[src/rtl/core/bpe_pkg.sv]
// shared types, constants and sizes of the boolean postfix evaluator
package bpe_pkg;

	localparam int STACK_DEPTH = 64;
	// top entries of the stack held in flops
	localparam int WIN_DEPTH = 4;

	localparam int CNT_W = $clog2(STACK_DEPTH + 1);
	localparam int ADDR_W = $clog2(STACK_DEPTH);
	localparam int WIN_W = $clog2(WIN_DEPTH + 1);
	localparam int WIN_IDX_W = $clog2(WIN_DEPTH);
	localparam int CMP_W = (CNT_W > WIN_W) ? CNT_W : WIN_W;

	localparam int CHAR_W = 8;
	localparam int MASK_W = 26;
	localparam int DEPTH_OUT_W = 7;
	localparam int OUT_DATA_W = 16;
	localparam int CFG_IDX_W = 1;

	localparam logic [CFG_IDX_W-1:0] CFG_LOWER = 1'd0;
	localparam logic [CFG_IDX_W-1:0] CFG_UPPER = 1'd1;

	localparam logic [CHAR_W-1:0] CH_SPACE = 8'h20;
	localparam logic [CHAR_W-1:0] CH_NOT = 8'h21;
	localparam logic [CHAR_W-1:0] CH_AND = 8'h26;
	localparam logic [CHAR_W-1:0] CH_XOR = 8'h2B;
	localparam logic [CHAR_W-1:0] CH_IMPL = 8'h3E;
	localparam logic [CHAR_W-1:0] CH_OR = 8'h7C;
	localparam logic [CHAR_W-1:0] CH_UPPER_A = 8'h41;
	localparam logic [CHAR_W-1:0] CH_UPPER_Z = 8'h5A;
	localparam logic [CHAR_W-1:0] CH_LOWER_A = 8'h61;
	localparam logic [CHAR_W-1:0] CH_LOWER_Z = 8'h7A;

	// value of a pop from an empty stack, the '$' marker
	localparam logic EMPTY_POP_VAL = 1'b1;

	typedef enum logic [2:0] {
		OP_SKIP,
		OP_PUSH,
		OP_NOT,
		OP_BIN,
		OP_DROP2
	} op_kind_t;

	typedef enum logic [1:0] {
		FN_IMPL,
		FN_OR,
		FN_AND,
		FN_XOR
	} bin_fn_t;

	typedef struct packed {
		op_kind_t kind;
		bin_fn_t  fn;
		logic     lit;
	} tok_op_t;

	typedef struct packed {
		logic    fire;
		logic    last;
		tok_op_t op;
	} exec_req_t;

	typedef struct packed {
		logic                   truth;
		logic                   uf;
		logic                   ovf;
		logic [DEPTH_OUT_W-1:0] depth;
	} res_t;

endpackage

[src/rtl/core/bpe_ram.sv]
// generic single write port ram with registered read
module bpe_ram #(
	parameter int WIDTH = 1,
	parameter int DEPTH = 64
) (
	input  logic                     clk,
	input  logic                     wr_en,
	input  logic [$clog2(DEPTH)-1:0] wr_addr,
	input  logic [WIDTH-1:0]         wr_data,
	input  logic                     rd_en,
	input  logic [$clog2(DEPTH)-1:0] rd_addr,
	output logic [WIDTH-1:0]         rd_data
);

	logic [WIDTH-1:0] mem [DEPTH];

	always_ff @(posedge clk) begin
		if (wr_en) begin
			mem[wr_addr] <= wr_data;
		end
		if (rd_en) begin
			rd_data <= mem[rd_addr];
		end
	end

endmodule

[src/rtl/core/bpe_decode.sv]
// character classifier: turns one token into a stack operation
module bpe_decode
	import bpe_pkg::*;
(
	input  logic [CHAR_W-1:0] token_char,
	input  logic [MASK_W-1:0] lower_vals,
	input  logic [MASK_W-1:0] upper_vals,
	output tok_op_t           op
);

	logic [CHAR_W-1:0] lower_off;
	logic [CHAR_W-1:0] upper_off;

	assign lower_off = token_char - CH_LOWER_A;
	assign upper_off = token_char - CH_UPPER_A;

	always_comb begin
		op.kind = OP_DROP2;
		op.fn = FN_IMPL;
		op.lit = 1'b0;
		unique case (token_char) inside
			CH_SPACE: op.kind = OP_SKIP;
			CH_NOT: op.kind = OP_NOT;
			[CH_LOWER_A:CH_LOWER_Z]: begin
				op.kind = OP_PUSH;
				op.lit = lower_vals[lower_off[4:0]];
			end
			[CH_UPPER_A:CH_UPPER_Z]: begin
				op.kind = OP_PUSH;
				op.lit = upper_vals[upper_off[4:0]];
			end
			CH_IMPL: begin
				op.kind = OP_BIN;
				op.fn = FN_IMPL;
			end
			CH_OR: begin
				op.kind = OP_BIN;
				op.fn = FN_OR;
			end
			CH_AND: begin
				op.kind = OP_BIN;
				op.fn = FN_AND;
			end
			CH_XOR: begin
				op.kind = OP_BIN;
				op.fn = FN_XOR;
			end
			// anything else pops two and pushes nothing
			default: op.kind = OP_DROP2;
		endcase
	end

endmodule

[src/rtl/core/bpe_stack.sv]
// value stack: ram holds every entry, flops cache the top few, refilled from ram
module bpe_stack
	import bpe_pkg::*;
(
	input  logic      clk,
	input  logic      arst_n,
	input  exec_req_t req,
	output logic      can_exec,
	output res_t      res
);

	logic [WIN_DEPTH-1:0] win_q;
	logic [WIN_W-1:0]     v_q;
	logic [CNT_W-1:0]     cnt_q;
	logic                 uf_q;
	logic                 ovf_q;
	logic                 rd_pend_q;

	logic [WIN_DEPTH-1:0] winm;
	logic [WIN_W-1:0]     vm;
	logic [WIN_W-1:0]     need;
	logic [1:0]           drop;
	logic                 uf_op;
	logic                 ovf_op;
	logic                 push_en;
	logic                 push_val;
	logic                 r0;
	logic                 r1;
	logic [WIN_DEPTH-1:0] win_d;
	logic [WIN_W-1:0]     v_d;
	logic [CNT_W-1:0]     cnt_d;
	logic [WIN_DEPTH-1:0] win_p;
	logic [WIN_W-1:0]     v_p;
	logic [CNT_W-1:0]     cnt_p;
	logic [CNT_W-1:0]     cnt_f;
	logic [CNT_W+DEPTH_OUT_W-1:0] depth_ext;

	logic [WIN_DEPTH-1:0] win_n;
	logic [WIN_W-1:0]     v_n;
	logic [CNT_W-1:0]     cnt_n;
	logic                 uf_n;
	logic                 ovf_n;

	logic                 rd_en;
	logic [CNT_W-1:0]     rd_idx;
	logic                 rd_data;

	// merge the refill beat that lands below the cached window
	always_comb begin
		winm = win_q;
		vm = v_q;
		if (rd_pend_q) begin
			winm[v_q[WIN_IDX_W-1:0]] = rd_data;
			vm = WIN_W'(v_q + WIN_W'(1));
		end
	end

	always_comb begin
		need = '0;
		case (req.op.kind)
			OP_SKIP, OP_PUSH: need = WIN_W'(req.last);
			OP_NOT: need = WIN_W'(1);
			OP_BIN: need = WIN_W'(2);
			OP_DROP2: need = req.last ? WIN_W'(3) : WIN_W'(2);
			default: need = WIN_W'(3);
		endcase
	end

	// everything cached or enough cached for the pops of this token
	assign can_exec = (CMP_W'(vm) >= CMP_W'(need)) || (CMP_W'(vm) == CMP_W'(cnt_q));

	assign r0 = (cnt_q >= CNT_W'(1)) ? winm[0] : EMPTY_POP_VAL;
	assign r1 = (cnt_q >= CNT_W'(2)) ? winm[1] : EMPTY_POP_VAL;

	always_comb begin
		drop = 2'd0;
		uf_op = 1'b0;
		ovf_op = 1'b0;
		push_en = 1'b0;
		push_val = 1'b0;
		case (req.op.kind)
			OP_PUSH: begin
				ovf_op = (cnt_q == CNT_W'(STACK_DEPTH));
				push_en = !ovf_op;
				push_val = req.op.lit;
			end
			OP_NOT: begin
				drop = (cnt_q != '0) ? 2'd1 : 2'd0;
				uf_op = (cnt_q == '0);
				push_en = 1'b1;
				push_val = ~r0;
			end
			OP_BIN, OP_DROP2: begin
				drop = (cnt_q >= CNT_W'(2)) ? 2'd2 : 2'(cnt_q);
				uf_op = (cnt_q < CNT_W'(2));
				push_en = (req.op.kind == OP_BIN);
				case (req.op.fn)
					FN_IMPL: push_val = ~r1 | r0;
					FN_OR: push_val = r1 | r0;
					FN_AND: push_val = r1 & r0;
					FN_XOR: push_val = r1 ^ r0;
					default: push_val = 1'b0;
				endcase
			end
			default: ;
		endcase
	end

	always_comb begin
		win_d = winm >> drop;
		v_d = WIN_W'(vm - WIN_W'(drop));
		cnt_d = CNT_W'(cnt_q - CNT_W'(drop));
		win_p = win_d;
		v_p = v_d;
		cnt_p = cnt_d;
		if (push_en) begin
			win_p = {win_d[WIN_DEPTH-2:0], push_val};
			v_p = (v_d == WIN_W'(WIN_DEPTH)) ? v_d : WIN_W'(v_d + WIN_W'(1));
			cnt_p = CNT_W'(cnt_d + CNT_W'(1));
		end
	end

	// final pop on the last character
	always_comb begin
		cnt_f = (cnt_p != '0) ? CNT_W'(cnt_p - CNT_W'(1)) : cnt_p;
		depth_ext = {{DEPTH_OUT_W{1'b0}}, cnt_f};
		res.truth = (cnt_p != '0) ? win_p[0] : EMPTY_POP_VAL;
		res.uf = uf_q | uf_op | (cnt_p == '0);
		res.ovf = ovf_q | ovf_op;
		res.depth = depth_ext[DEPTH_OUT_W-1:0];
	end

	always_comb begin
		win_n = winm;
		v_n = vm;
		cnt_n = cnt_q;
		uf_n = uf_q;
		ovf_n = ovf_q;
		if (req.fire) begin
			if (req.last) begin
				v_n = '0;
				cnt_n = '0;
				uf_n = 1'b0;
				ovf_n = 1'b0;
			end else begin
				win_n = win_p;
				v_n = v_p;
				cnt_n = cnt_p;
				uf_n = uf_q | uf_op;
				ovf_n = ovf_q | ovf_op;
			end
		end
	end

	// fetch the entry just below the next window
	assign rd_en = (v_n < WIN_W'(WIN_DEPTH)) && (CMP_W'(cnt_n) > CMP_W'(v_n));
	assign rd_idx = CNT_W'(cnt_n - CNT_W'(v_n) - CNT_W'(1));

	bpe_ram #(
		.WIDTH(1),
		.DEPTH(STACK_DEPTH)
	) u_ram (
		.clk     (clk),
		.wr_en   (req.fire && push_en && !req.last),
		.wr_addr (cnt_d[ADDR_W-1:0]),
		.wr_data (push_val),
		.rd_en   (rd_en),
		.rd_addr (rd_idx[ADDR_W-1:0]),
		.rd_data (rd_data)
	);

	always_ff @(posedge clk or negedge arst_n) begin
		if (!arst_n) begin
			v_q <= '0;
			cnt_q <= '0;
			uf_q <= 1'b0;
			ovf_q <= 1'b0;
			rd_pend_q <= 1'b0;
		end else begin
			v_q <= v_n;
			cnt_q <= cnt_n;
			uf_q <= uf_n;
			ovf_q <= ovf_n;
			rd_pend_q <= rd_en;
		end
	end

	always_ff @(posedge clk) begin
		win_q <= win_n;
	end

`ifndef SYNTHESIS
	a_win_within_stack: assert property (@(posedge clk) disable iff (!arst_n)
		CMP_W'(v_q) <= CMP_W'(cnt_q))
		else $error("cached window deeper than stack");
	a_refill_has_room: assert property (@(posedge clk) disable iff (!arst_n)
		rd_pend_q |-> (v_q < WIN_W'(WIN_DEPTH)))
		else $error("refill beat with full window");
	a_fire_needs_operands: assert property (@(posedge clk) disable iff (!arst_n)
		req.fire |-> can_exec)
		else $error("token executed without cached operands");
	a_end_clears: assert property (@(posedge clk) disable iff (!arst_n)
		(req.fire && req.last) |=> (cnt_q == '0 && v_q == '0 && !uf_q && !ovf_q))
		else $error("stack not cleared after last character");
`endif

endmodule

[src/rtl/core/boolean_postfix_evaluator_unit.sv]
// top level of the boolean postfix evaluator: config regs, input and output stages
// usage:
//   cfg channel: cfg_index 0 writes the truth values of a..z, 1 those of A..Z
//     (bit 0 is a / A); always ready, write only while the stream is idle
//   s_axis: one character per beat in tdata, tlast marks the last character
//   m_axis: one beat per expression, sent for the beat that carried tlast
//   a character is registered at the input and executed once its operands are
//     cached; the result of the last one is registered and shown on m_axis
//   throughput is one character per cycle while the operands are cached; the top
//     four stack entries sit in flops, the rest in a ram with a write and a read
//     port that refills one entry a cycle, so a token that pops more than is cached
//     waits for refills (e.g. back-to-back tokens that pop two and push nothing)
//   reset empties the stack, clears the error flags and both letter masks;
//     the ram needs no clearing pass
//   while m_axis is stalled with a result held, characters of the next
//     expression keep flowing until its own last character needs the
//     output register
module boolean_postfix_evaluator_unit
	import bpe_pkg::*;
(
	input  logic                  clk,
	input  logic                  arst_n,
	input  logic                  s_axis_tvalid,
	output logic                  s_axis_tready,
	input  logic [CHAR_W-1:0]     s_axis_tdata,  // [7:0] token_char
	input  logic                  s_axis_tlast,  // end_of_expr
	output logic                  m_axis_tvalid,
	input  logic                  m_axis_tready,
	output logic [OUT_DATA_W-1:0] m_axis_tdata,  // [0] truth_value, [1] underflow_seen,
	                                             // [2] overflow_seen, [9:3] depth_left
	input  logic                  cfg_valid,
	output logic                  cfg_ready,
	input  logic [CFG_IDX_W-1:0]  cfg_index,
	input  logic [MASK_W-1:0]     cfg_data
);

	logic [MASK_W-1:0] lower_q;
	logic [MASK_W-1:0] upper_q;

	tok_op_t   dec_op;
	logic      valid_s1;
	tok_op_t   op_s1;
	logic      last_s1;
	logic      can_exec;
	logic      out_free;
	logic      fire;
	exec_req_t req;
	res_t      res;
	logic      m_valid_q;
	res_t      res_q;

	assign cfg_ready = 1'b1;

	always_ff @(posedge clk or negedge arst_n) begin
		if (!arst_n) begin
			lower_q <= '0;
			upper_q <= '0;
		end else if (cfg_valid) begin
			unique case (cfg_index)
				CFG_LOWER: lower_q <= cfg_data;
				CFG_UPPER: upper_q <= cfg_data;
				default: ;
			endcase
		end
	end

	bpe_decode u_decode (
		.token_char (s_axis_tdata),
		.lower_vals (lower_q),
		.upper_vals (upper_q),
		.op         (dec_op)
	);

	assign out_free = !m_valid_q || m_axis_tready;
	assign fire = valid_s1 && can_exec && (!last_s1 || out_free);
	assign s_axis_tready = !valid_s1 || fire;

	always_ff @(posedge clk or negedge arst_n) begin
		if (!arst_n) begin
			valid_s1 <= 1'b0;
		end else if (s_axis_tready) begin
			valid_s1 <= s_axis_tvalid;
		end
	end

	always_ff @(posedge clk) begin
		if (s_axis_tready && s_axis_tvalid) begin
			op_s1 <= dec_op;
			last_s1 <= s_axis_tlast;
		end
	end

	always_comb begin
		req.fire = fire;
		req.last = last_s1;
		req.op = op_s1;
	end

	bpe_stack u_stack (
		.clk      (clk),
		.arst_n   (arst_n),
		.req      (req),
		.can_exec (can_exec),
		.res      (res)
	);

	always_ff @(posedge clk or negedge arst_n) begin
		if (!arst_n) begin
			m_valid_q <= 1'b0;
		end else if (fire && last_s1) begin
			m_valid_q <= 1'b1;
		end else if (m_axis_tready) begin
			m_valid_q <= 1'b0;
		end
	end

	always_ff @(posedge clk) begin
		if (fire && last_s1) begin
			res_q <= res;
		end
	end

	assign m_axis_tvalid = m_valid_q;
	assign m_axis_tdata = {{(OUT_DATA_W - DEPTH_OUT_W - 3){1'b0}},
		res_q.depth, res_q.ovf, res_q.uf, res_q.truth};

endmodule
[config.mk]
export PLATFORM = sky130hd
export DESIGN_NAME = boolean_postfix_evaluator_unit
export DESIGN_NICKNAME = d
export VERILOG_FILES = /design/src/rtl/core/bpe_pkg.sv /design/src/rtl/core/bpe_ram.sv /design/src/rtl/core/bpe_decode.sv /design/src/rtl/core/bpe_stack.sv /design/src/rtl/core/boolean_postfix_evaluator_unit.sv
export SDC_FILE = /design/constraint.sdc
export NUM_CORES = 1
export LEC_CHECK = 0
export ABC_AREA = 1
export BUFFER_PORTS_ARGS = -buffer_cell sky130_fd_sc_hd__clkbuf_2
export CAP_MARGIN = 20
export CORE_UTILIZATION = 30
export CTS_BUF_LIST = sky130_fd_sc_hd__clkbuf_2 sky130_fd_sc_hd__clkbuf_4 sky130_fd_sc_hd__clkbuf_8
export DETAILED_ROUTE_END_ITERATION = 12
export GPL_TIMING_DRIVEN = 0
export PLACE_DENSITY = 0.56
export SETUP_SLACK_MARGIN = 0.02
export SLEW_MARGIN = 40
export SYNTH_ARGS = -nofsm -noshare
export SYNTH_HDL_FRONTEND = slang
export SYNTH_SLANG_ARGS = --single-unit
[constraint.sdc]
create_clock -name clk -period 14.8 [get_ports clk]
set_clock_uncertainty 0.2 [all_clocks]
set_input_delay 2.22 -clock clk [delete_from_list [all_inputs] [get_ports clk]]
set_output_delay 2.22 -clock clk [all_outputs]
set_load 0.01 [all_outputs]
==> Word-level counts from Yosys, hierarchy flattened <==
Memory sizes are Yosys's and may differ from the RTL's. A register that Yosys moved wholly into a read port is not among the register bits.
Cells that the tools add are included.
{ "totals": {"regBits": 88, "latch_bits": 0, "ram_bits": 64, "mem_bits_ro": 0, "in_bits": 41, "output_inout_bits": 19, "word_cells": 142, "mem_count": 1} }
{ "memory_table": {"columns": ["name", "depth", "word_bits", "rd", "rd_clocked_by_memory_dff", "write_ports", "line_no", "text"], "rows": [
  ["u_stack.u_ram.mem", 64, 1, 1, 1, 1, "bpe_ram.sv:15", "logic [WIDTH-1:0] mem [DEPTH];"]
]} }
{ "op_classes": {"add_sub_neg": 10, "multipliers": 0, "n_div": 0, "order_cmp": 14, "n_eq_ne": 16, "n_shift": 1, "muxes": 41, "n_bitwise": 10, "n_reduce_logical": 31} }
{ "op_table": {"columns": ["cell", "n"], "rows": [
  ["$eq 8x6->1 const B", 5],
  ["$mux 7", 4],
  ["$pmux 3 s4", 2],
  ["$ge 8x7->1 const B", 2],
  ["$le 8x7->1 const B", 2],
  ["$mux 4", 4],
  ["$mux 3", 5],
  ["$logic_not 7->1", 2],
  ["$mux 1", 14],
  ["$reduce_bool 7->1", 2],
  ["$lt 5x6->1 const B", 2],
  ["$bmux 1 s5", 2],
  ["$logic_and 1x1->1", 10],
  ["$sub 5x1->5 const B", 2],
  ["$eq 8x7->1 const B", 1],
  ["$add 7x1->7 const B", 1],
  ["$eq 3x7->1", 1],
  ["$eq 7x7->1 const B", 1],
  ["$ge 7x1->1 const B", 1],
  ["$ge 7x2->1 const B", 1],
  ["$gt 7x3->1", 1],
  ["$lt 7x2->1 const B", 1],
  ["$sub 7x1->7 const B", 1],
  ["$sub 7x2->7", 1],
  ["other kinds (34)", 55]
]} }

==> Logic depth before layout (Yosys ltp) <==
Gate-level depths: netlist of run 1.
{ "logic_depth": {"ltp_word": 14, "depth_mapped": 31, "depth_no_buf": 31} }

==> Cells and area by module <==
A second synthesis of run 1 with hierarchy kept.
{ "hier_totals": {"hier_cells": 1067, "hier_area_um2": 9026.2} }
{ "modules_own_cells": {"columns": ["module", "instances", "cells_each", "area_each_um2", "seq_area_each_um2"], "rows": [
  ["bpe_ram", 1, 314, 3055.4, 1951.9],
  ["boolean_postfix_evaluator_unit", 1, 238, 2885.3, 1861.8],
  ["bpe_stack", 1, 321, 2117.0, 405.4],
  ["bpe_decode", 1, 194, 968.4, 0.0]
]} }

==> Worst setup path before layout of run 1 <==
No wires, ideal clock.
{ "synth_timing": {"path_kind": "in2reg", "from": "input m_axis_tready", "to": "register u_stack.u_ram.rd_data, read port of u_stack.u_ram.mem, data pin", "setup_ps": 252, "arrival_time_ps": 5259, "required_ps": 14348, "slack_ps": 9089, "path_stages": 19, "n_path_buf": 3, "cell_sequence": "o31ai_1 inv_1 nand3_4 clkbuf_1 o22ai_1 ha_1 fa_1 clkbuf_1 inv_1 clkbuf_1 a21oi_1 a221oi_1 or2_2 nand3_1 nand2_1 nand2_1 nand2_1 nand2_1 nand2_1"} }
{ "synth_between": {"elab_chain_cells": 6, "word_cells_on_any_way": 10, "classes_between": "add/sub (2); order compare (2); mux (2); reduce/logical (4)"} }
{ "synth_lines": {"columns": ["item", "line_no", "text"], "rows": [
  ["start, declared", "boolean_postfix_evaluator_unit.sv:28", "input logic m_axis_tready,"],
  ["$logic_or 1x1->1 (*)", "boolean_postfix_evaluator_unit.sv:74", "assign out_free = !m_valid_q || m_axis_tready;"],
  ["$logic_or 1x1->1 (*)", "boolean_postfix_evaluator_unit.sv:75", "assign fire = valid_s1 && can_exec && (!last_s1 || out_free);"],
  ["$logic_and 1x1->1 (*)", "boolean_postfix_evaluator_unit.sv:75", null],
  ["$mux 7 (*)", "bpe_stack.sv:139", "if (req.fire) begin"],
  ["net u_stack.cnt_n[0]", "bpe_stack.sv:40", "logic [CNT_W-1:0] cnt_n;"],
  ["$sub 6x3->6 / $gt 7x3->1 (equally long branches)", "bpe_stack.sv:157, bpe_stack.sv:156", null],
  ["$sub 6x1->6 / $logic_and 1x1->1 (equally long branches)", "bpe_stack.sv:157, bpe_stack.sv:156", null],
  ["end, declared", "bpe_ram.sv:12", "output logic [WIDTH-1:0] rd_data"]
]} }
The timed path passes the listed nets; every way through them passes the cells marked *.
A chain may end at the register's enable or synchronous reset.

==> Worst setup path after layout of run 1 <==
Ends and elaborated chain as after synthesis.

==> impl_metrics.csv, run 1 <==
group,metric,value,unit
status,status,"completed",
cells_and_area,fin_nets,1141,
setup_path,r2r_start,"u_stack.cnt_q[2]",
setup_path,reg2reg_to,"u_stack.u_ram.rd_data",
setup_path,end_kind,"register",
clocking,cts_root_buf,"clkbuf_8",
min_path,min_to,"lower_q[1]",
run,maxCapViolCount,0,
min_path,hp-start,"lower_q[1]",
clocking,cts_setup_buffers,0,
synth,synthTopCellsByCount,"245 x nand2_1, 107 x nor2_1, 102 x inv_1",
setup_path,cp_common_cell,"nand2_1",
synth,avgSynthCellArea,8.543,sq um
floorplanning,die_h,170.7,um
synth,synth_top_area_cell,"edfxtp_1",
detailed_routing,first_pass_iters,5,
synth,synthesis.area,8534,sq um
synth,yosysSeqAreaShare,0.4944,
detailed_routing,drt_wl_total,21780,um
setup_path,required,14.80,ns
clocking,cts_tree,"yes",
sta,relSlewSlack,0.5389,
sta,period_minus_slack,6.374,ns
floorplanning,fp-row-count,61,
clocking,clock_latency,0.48,ns
sta,maxSlewViolCount,0,
clocking,htree_num_levels,4,
floorplanning,ios,60,
sta,fmax,156.9,MHz
clocking,cts_inserted_buffers,17,
setup_path,critPathMaxStageDelay,0.53,ns
clocking,clk_path_buf_depth,2,
synth,synth_seq_cells,153,
placed_design,routabilityCongestion,0.8679,
cells_and_area,drive_gt1_frac,0.1461,
synth,yosys_warnings,0,
global_routing,grt_pass1_wl,35330,um
synth,synth_edf_count,82,
sta,setup_viol,0,
floorplanning,initial_core_util,0.3064,
setup_path,crit_fanout,10,
detailed_routing,vias,7005,
clocking,cts.hold.buffers_added,0,
global_routing,track_usage,0.1576,
synth,post-synth-top-count-cell,"nand2_1",
setup_path,cp_cell_sequence,"clkbuf_2 -> o31ai_1 -> inv_1 -> nand3_4 -> clkbuf_1 -> o22ai_1 -> ha_1 -> fa_1 -> clkbuf_1 -> inv_1 -> clkbuf_1 -> a21oi_1 -> a221oi_1 -> or2_2 -> nand3_1 -> nand2_1 -> nand2_1 -> nand2_1 -> nand2_1 -> nand2_1",
setup_path,critPathSlowestCell,"fa_1",
synth,yosysTopAreaCellShare,0.2885,
setup_path,critPathKind,"input port to register",
cells_and_area,fillers,2967,
min_path,holdCritPathClass,"register to register",
sta,fin_crit_sh,0.4307,
sta,fin_tns_setup,0,ns
detailed_routing,avgViaCountPerCell,4.775,
synth,async_reset_ff_frac,0.4379,
min_path,hold_depth,2,
synth,synth_cell_types,55,
sta,hold_viol,0,
detailed_routing,drc,0,
floorplanning,die_w,170.7,um
synth,synth.area.top_cells,"edfxtp_1 29%, dfrtp_1 20%, nand2_1 11%, nor2_1 4.7%, inv_1 4.5%",
synth,syn-instance-count,999,
detailed_routing,avgRoutedWirePerCell,14.85,um
floorplanning,die_area,29130,sq um
synth,synth_flop_cell,"edfxtp_1",
global_routing,antenna_found_initial,1,
setup_path,start_kind,"input port",
global_routing,first_global_vias,6790,
floorplanning,core_area,27860,sq um
global_routing,overflow,0,
clocking,cts_resized,0,
detailed_routing,drtAntennaViolNets,0,
setup_path,arrival,6.38,ns
clocking,cts.sinks,153,
placed_design,hpwl,15800,um
sta,rsz0062_at_grt,"false",
setup_path,ff2ff_setup_slack,8.52,ns
cells_and_area,area_growth_syn_to_layout,14.28,%
setup_path,reg2regPathDepth,30,
global_routing,grt_max_degree,62,
sta,tightest_slew,0.6917,ns
detailed_routing,first_iter_violations,424,
placed_design,io_buffers,50,
clocking,clk_pin_slew,0.09,ns
==> registers in the layout, indices dropped and copies added, names as in the netlist <==
register,flops
u_stack.ovf_q,1
u_stack.u_ram.rd_data,1
m_axis_tvalid,1
u_stack.v_q,3
op_s1,6
last_s1,1
valid_s1,1
u_stack.uf_q,1
m_axis_tdata,10
lower_q,26
u_stack.rd_pend_q,1
upper_q,26
u_stack.u_ram.mem,64
u_stack.win_q,4
u_stack.cnt_q,7
==> stage by stage <==
step | instance area [sq um] | worst slack, ns | hold WS [ns] | std cells | utilization
floorplan | 8553 | 9.089 | 0.2533 | 1004 | -
global route | 9751 | 7.923 | 0.3115 | 1466 | 0.3500
finish | 9753 | 8.426 | 0.2924 | 1467 | 0.3501
global placement | 9276 | 7.944 | 0.2675 | 1432 | 0.3330
CTS | 9748 | 8.427 | 0.2940 | 1466 | 0.3499
detailed placement | 9355 | 7.922 | 0.2734 | 1434 | 0.3358
==> final cells by class <==
class / instances / area [sq um] / area share
Multi-Input combinational cell: 698 / 3730 / 0.3824
Timing Repair Buffer: 52 / 314.1 / 0.03220
Sequential cell: 153 / 4219 / 0.4326
Inverter: 112 / 421.7 / 0.04323
Antenna cell: 1 / 2.502 / 0.0002566
Tap cell: 378 / 473.0 / 0.04849
Clock buffer: 18 / 239.0 / 0.02450
Clock inverter: 14 / 153.9 / 0.01578
Buffer: 41 / 200.2 / 0.02053
==> worst max path at each step <==
stage                     start                    end  slack [ns]  cells past startpoint
2_1_floorplan     m_axis_tready  u_stack.u_ram.rd_data        9.09                     19
3_3_place_gp      m_axis_tready  u_stack.u_ram.rd_data        7.94                     20
3_5_place_dp      m_axis_tready  u_stack.u_ram.rd_data        7.92                     20
4_1_cts           m_axis_tready  u_stack.u_ram.rd_data        8.43                     20
5_1_grt        u_stack.cnt_q[2]  u_stack.u_ram.rd_data        7.92                     30
6_report          m_axis_tready  u_stack.u_ram.rd_data        8.43                     20
==> critical path, delay by kind of cell <==
kind            cells  cell delay (ns)
buf+inv             6             1.57
fa+ha+maj           2             0.82
simple gates        8             0.96
compound gates      4             0.79
==> placed cells by master, fill, tap and decap left out, drive strengths merged, types with 16 or more instances in the layout <==
cell type,synthesis,layout
nor2,114,114
dfrtp,67,67
clkbuf,26,94
a221oi,16,16
ha,22,22
o21ai,80,80
buf,15,17
nand2,261,261
edfxtp,82,82
a21oi,67,67
inv,110,119
nand3,50,50
==> cell families after synthesis <==
| kind of cell | Yosys count | synth area share |
|---|---|---|
| and+or+nand+nor | 450 | 0.2352 |
| AOI/OAI and AO/OA | 200 | 0.1406 |
| DFF | 153 | 0.4944 |
| buffers and inverters | 153 | 0.07286 |
| adders and majority gates | 25 | 0.03929 |
| xor gates and xnor gates | 14 | 0.01437 |
| other | 2 | 0.0008800 |
| muxes | 2 | 0.002492 |
==> per-layer routing <==
layer | track usage | routed length [um]
met1 | 0.2114 | 10270
met2 | 0.2584 | 10150
met3 | 0.03030 | 1149
met4 | 0.04230 | 212
met5 | 0 | 0
Power of run 1 is not shown: default switching activity piles up to over one toggle a cycle in this logic, so the estimate is an artifact.
==> run 2, diff against run 1 <==
Clock period 14.8 ns to 6.4 ns, I/O delays scaled along.
==> impl_metrics.csv, run 2 (synthesis gave the netlist of run 1 again) <==
group,metric,value,unit
status,status,"completed",
clocking,clk_path_buf_depth,2,
placed_design,routabilityCongestion,0.8679,
sta,fin_tns_setup,0,ns
setup_path,critPathMaxStageDelay,0.66,ns
clocking,cts.sinks,153,
detailed_routing,drc,0,
global_routing,overflow,0,
sta,hold_viol,0,
run,maxCapViolCount,0,
cells_and_area,area_growth_syn_to_layout,14.35,%
global_routing,antenna_found_initial,1,
setup_path,r2r_start,"u_stack.cnt_q[2]",
detailed_routing,first_pass_iters,5,
sta,maxSlewViolCount,0,
setup_path,end_kind,"register",
setup_path,startpoint,"u_stack.cnt_q[2]",
cells_and_area,drive_gt1_frac,0.1490,
detailed_routing,first_iter_violations,413,
sta,period_minus_slack,5.904,ns
min_path,holdCritPathClass,"input port to asynchronous set/reset pin",
floorplanning,initial_core_util,0.3064,
clocking,cts_setup_buffers,0,
global_routing,grt_max_degree,62,
sta,fin_crit_sh,0.9225,
setup_path,arrival,6.02,ns
detailed_routing,drt_wl_total,21830,um
cells_and_area,mostFrequentLayoutCell,"nand2_1",
setup_path,critPathKind,"register to register",
clocking,cts_tree,"yes",
detailed_routing,vias,7000,
setup_path,critPathBufInv,4,
floorplanning,die_area,29130,sq um
detailed_routing,drtAntennaViolNets,0,
global_routing,first_global_vias,6790,
placed_design,io_buffers,50,
global_routing,grt_pass1_wl,35330,um
cells_and_area,final_cell_mix,"245 x nand2_1, 105 x nor2_1, 102 x inv_1, 82 x edfxtp_1, 73 x o21ai_0",
floorplanning,core_area,27860,sq um
sta,setup_viol,0,
sta,fmax,169.4,MHz
clocking,clk_pin_slew,0.09,ns
clocking,htree_num_levels,4,
clocking,clock_latency,0.47,ns
clocking,cts_root_buf,"clkbuf_8",
global_routing,track_usage,0.1576,
setup_path,crit_fanout,10,
setup_path,critPathSlowestCell,"fa_2",
floorplanning,die_h,170.7,um
placed_design,hpwl,15800,um
floorplanning,ios,60,
setup_path,path_delay_family,"adder cells",
sta,tightest_slew,0.7346,ns
floorplanning,fp-row-count,61,
detailed_routing,avgRoutedWirePerCell,14.89,um
cells_and_area,fin_nets,1140,
floorplanning,die_w,170.7,um
cells_and_area,largest_reg_flops,64,
clocking,cts_inserted_buffers,17,
setup_path,start_kind,"register",
setup_path,required,6.51,ns
setup_path,cp_common_cell,"nand2_1",
cells_and_area,regMostFlops,"u_stack.u_ram.mem",
sta,rsz0062_at_grt,"false",
detailed_routing,avgViaCountPerCell,4.775,
sta,relSlewSlack,0.5103,
cells_and_area,reg_top3,"u_stack.u_ram.mem x64, lower_q x26, upper_q x26",
setup_path,ff2ff_setup_slack,0.50,ns
## run 2: cell count changes in the layout (fill, tap and decap cells not counted), sizes merged
cell,delta
clkbuf,-1
## run 2: stage by stage
stage / util / instance area [sq um] / worst slack, ns / hold slack [ns] / instances
2_1_floorplan: - / 8553 / 1.308 / 0.2533 / 1004
3_3_place_gp: 0.3330 / 9276 / 0.1760 / 0.2675 / 1432
3_5_place_dp: 0.3358 / 9355 / 0.1028 / 0.2734 / 1434
4_1_cts: 0.3499 / 9748 / 0.09075 / 0.07595 / 1466
5_1_grt: 0.3502 / 9757 / 0.09708 / 0.07629 / 1465
6_report: 0.3503 / 9759 / 0.4959 / 0.1035 / 1466
## run 2: worst paths after layout
check | to | cells after the start
worst max register to register | u_stack.u_ram.rd_data | 26
max in group asynchronous | u_stack.cnt_q[6] | 2
min in group clk | lower_q[1] | 2
worst min register to register | lower_q[1] | 2
worst max-delay path | u_stack.u_ram.rd_data | 26
worst min-delay path | lower_q[9] | 1
## run 2: layout make-up
| class | instances | area, sq um |
|---|---|---|
| multi-input cells | 698 | 3739 |
| fillers | 2970 | 18100 |
| inverters | 112 | 421.7 |
| flip-flops and latches | 153 | 4219 |
| repair buffers | 52 | 314.1 |
| well taps | 378 | 473.0 |
| plain buffers | 40 | 197.7 |
| diodes | 1 | 2.502 |
| clock inverters | 14 | 153.9 |
| clock buffers | 18 | 239.0 |
## run 2: timing repair
action | 4_1_cts | 5_1_grt
setup endpoints to repair | 0 | 1
resized for setup | 0 | 4
hold buffers | 0 | 0
## run 2: worst reg2reg max path, stage by stage (launching register included)
cell and delay, ns:
dfrtp_1 0.47, nor2_4 0.19, nand2_1 0.08, nor2_2 0.13, nand2_1 0.12, inv_1 0.10, nand2_1 0.08, nand2_1 0.08
nand2_2 0.12, ha_1 0.23, fa_1 0.53, inv_1 0.06, ha_1 0.27, or2_2 0.28, a31oi_1 0.48, fa_2 0.66
inv_1 0.24, clkbuf_2 0.32, a21oi_1 0.07, a221oi_1 0.45, or2_2 0.19, nand3_1 0.07, nand2_1 0.07, nand2_1 0.05
nand2_1 0.06, nand2_1 0.05, nand2_1 0.10
## run 2: per-layer routing
metal | vias to the layer above | global-route usage | part of all wire
li1 | 3467 | - | -
met5 | - | 0 | 0
met2 | 152 | 0.2584 | 0.47
met3 | 20 | 0.03030 | 0.047
met1 | 3361 | 0.2114 | 0.48
met4 | 0 | 0.04230 | 0.0099
Power of run 2 is left out for the same reason.
==> run 3, diff against run 2 <==
Settings changed: MAX_ROUTING_LAYER set to met4.
==> impl_metrics.csv, run 3 (synthesis gave the netlist of run 1 again) <==
group,metric,value,unit
status,status,"completed",
global_routing,track_usage,0.1621,
setup_path,arrival,5.99,ns
sta,fmax,170.3,MHz
setup_path,reg2reg_to,"u_stack.u_ram.rd_data",
setup_path,reg2regPathDepth,26,
detailed_routing,avgRoutedWirePerCell,14.87,um
detailed_routing,drt_wl_total,21800,um
sta,rsz0062_at_grt,"false",
setup_path,required,6.52,ns
sta,maxSlewViolCount,0,
min_path,holdCritPathClass,"input port to asynchronous set/reset pin",
global_routing,antenna_found_initial,1,
cells_and_area,regMostFlops,"u_stack.u_ram.mem",
global_routing,first_global_vias,6803,
global_routing,grt_pass1_wl,35310,um
sta,fin_tns_setup,0,ns
setup_path,start_kind,"register",
placed_design,routabilityCongestion,0.8819,
floorplanning,ios,60,
sta,tightest_slew,0.7234,ns
detailed_routing,drc,0,
cells_and_area,drive_gt1_frac,0.1490,
placed_design,io_buffers,50,
cells_and_area,final_cell_mix,"245 x nand2_1, 105 x nor2_1, 102 x inv_1, 82 x edfxtp_1, 73 x o21ai_0",
cells_and_area,fin_area,9759,sq um
cells_and_area,fin_nets,1140,
clocking,htree_num_levels,4,
floorplanning,die_h,170.7,um
clocking,cts_root_buf,"clkbuf_8",
cells_and_area,reg_top3,"u_stack.u_ram.mem x64, lower_q x26, upper_q x26",
sta,relSlewSlack,0.5177,
floorplanning,fp-row-count,61,
clocking,cts_tree,"yes",
setup_path,end_kind,"register",
clocking,clk_pin_slew,0.09,ns
clocking,cts_setup_buffers,0,
cells_and_area,largest_reg_flops,64,
placed_design,hpwl,15800,um
cells_and_area,area_growth_syn_to_layout,14.35,%
floorplanning,die_w,170.7,um
setup_path,ff2ff_setup_slack,0.53,ns
global_routing,overflow,0,
floorplanning,initial_core_util,0.3064,
setup_path,crit_fanout,10,
global_routing,grt_max_degree,62,
cells_and_area,mostFrequentLayoutCell,"nand2_1",
setup_path,critPathKind,"register to register",
detailed_routing,avgViaCountPerCell,4.771,
clocking,cts_inserted_buffers,17,
placed_design,post_dp_cell_area,9355,sq um
floorplanning,core_area,27860,sq um
clocking,clk_path_buf_depth,2,
sta,hold_viol,0,
detailed_routing,vias,6995,
floorplanning,die_area,29130,sq um
detailed_routing,first_iter_violations,435,
detailed_routing,drtAntennaViolNets,0,
clocking,clock_latency,0.47,ns
sta,setup_viol,0,
run,maxCapViolCount,0,
setup_path,r2r_start,"u_stack.cnt_q[2]",
clocking,cts.sinks,153,
sta,period_minus_slack,5.874,ns
detailed_routing,first_pass_iters,5,
sta,fin_crit_sh,0.9177,
run 3: critical path, stage by stage, from the launching register on:
cell and delay [ns]:
dfrtp_1 0.47, nor2_4 0.19, nand2_1 0.08, nor2_2 0.13
nand2_1 0.12, inv_1 0.09, nand2_1 0.08, nand2_1 0.08
nand2_2 0.12, ha_1 0.22, fa_1 0.53, inv_1 0.06
ha_1 0.28, or2_2 0.29, a31oi_1 0.47, fa_2 0.65
inv_1 0.24, clkbuf_2 0.32, a21oi_1 0.07, a221oi_1 0.43
or2_2 0.18, nand3_1 0.07, nand2_1 0.07, nand2_1 0.05
nand2_1 0.06, nand2_1 0.05, nand2_1 0.10
run 3: layer usage:
metal | up-vias | track usage | wire length (um)
met3 | 20 | 0.03030 | 1103
met4 | 0 | 0.04230 | 235
met1 | 3358 | 0.2113 | 10280
met2 | 149 | 0.2580 | 10180
met5 | - | - | 0
li1 | 3468 | - | -
run 3: how the worst max path moves through the flow:
| stage | start | endpoint | slack [ns] | cells after the start |
|---|---|---|---|---|
| 2_1_floorplan | u_stack.cnt_q[2] | u_stack.u_ram.rd_data | 1.31 | 30 |
| 3_3_place_gp | u_stack.cnt_q[2] | u_stack.u_ram.rd_data | 0.18 | 30 |
| 3_5_place_dp | u_stack.cnt_q[2] | u_stack.u_ram.rd_data | 0.10 | 30 |
| 4_1_cts | u_stack.cnt_q[2] | u_stack.u_ram.rd_data | 0.09 | 30 |
| 5_1_grt | u_stack.cnt_q[2] | u_stack.u_ram.rd_data | 0.07 | 26 |
| 6_report | u_stack.cnt_q[2] | u_stack.u_ram.rd_data | 0.53 | 26 |
run 3: through the flow:
step	utilization	std cells	setup WS, ns	hold slack (ns)
after floorplan	-	1004	1.308	0.2533
after global placement	0.3330	1432	0.1760	0.2675
after detailed placement	0.3358	1434	0.1028	0.2734
after CTS	0.3499	1466	0.09075	0.07595
after global routing	0.3503	1466	0.07234	0.07631
final	0.3503	1466	0.5264	0.1003
run 3: repair_timing:
| item | 4_1_cts | 5_1_grt |
|---|---|---|
| endpoints found under the setup margin | 0 | 1 |
| hold buffers | 0 | 0 |
| gates resized for setup | 0 | 4 |
run 3: area by class of cell:
class | count | area, sq um
fillers | 2970 | 18100
flip-flops and latches | 153 | 4219
multi-input cells | 698 | 3739
well taps | 378 | 473.0
inverters | 112 | 421.7
repair buffers | 52 | 314.1
clock buffers | 18 | 239.0
plain buffers | 40 | 197.7
clock inverters | 14 | 153.9
diodes | 1 | 2.502
Power of run 3 is left out for the same reason.
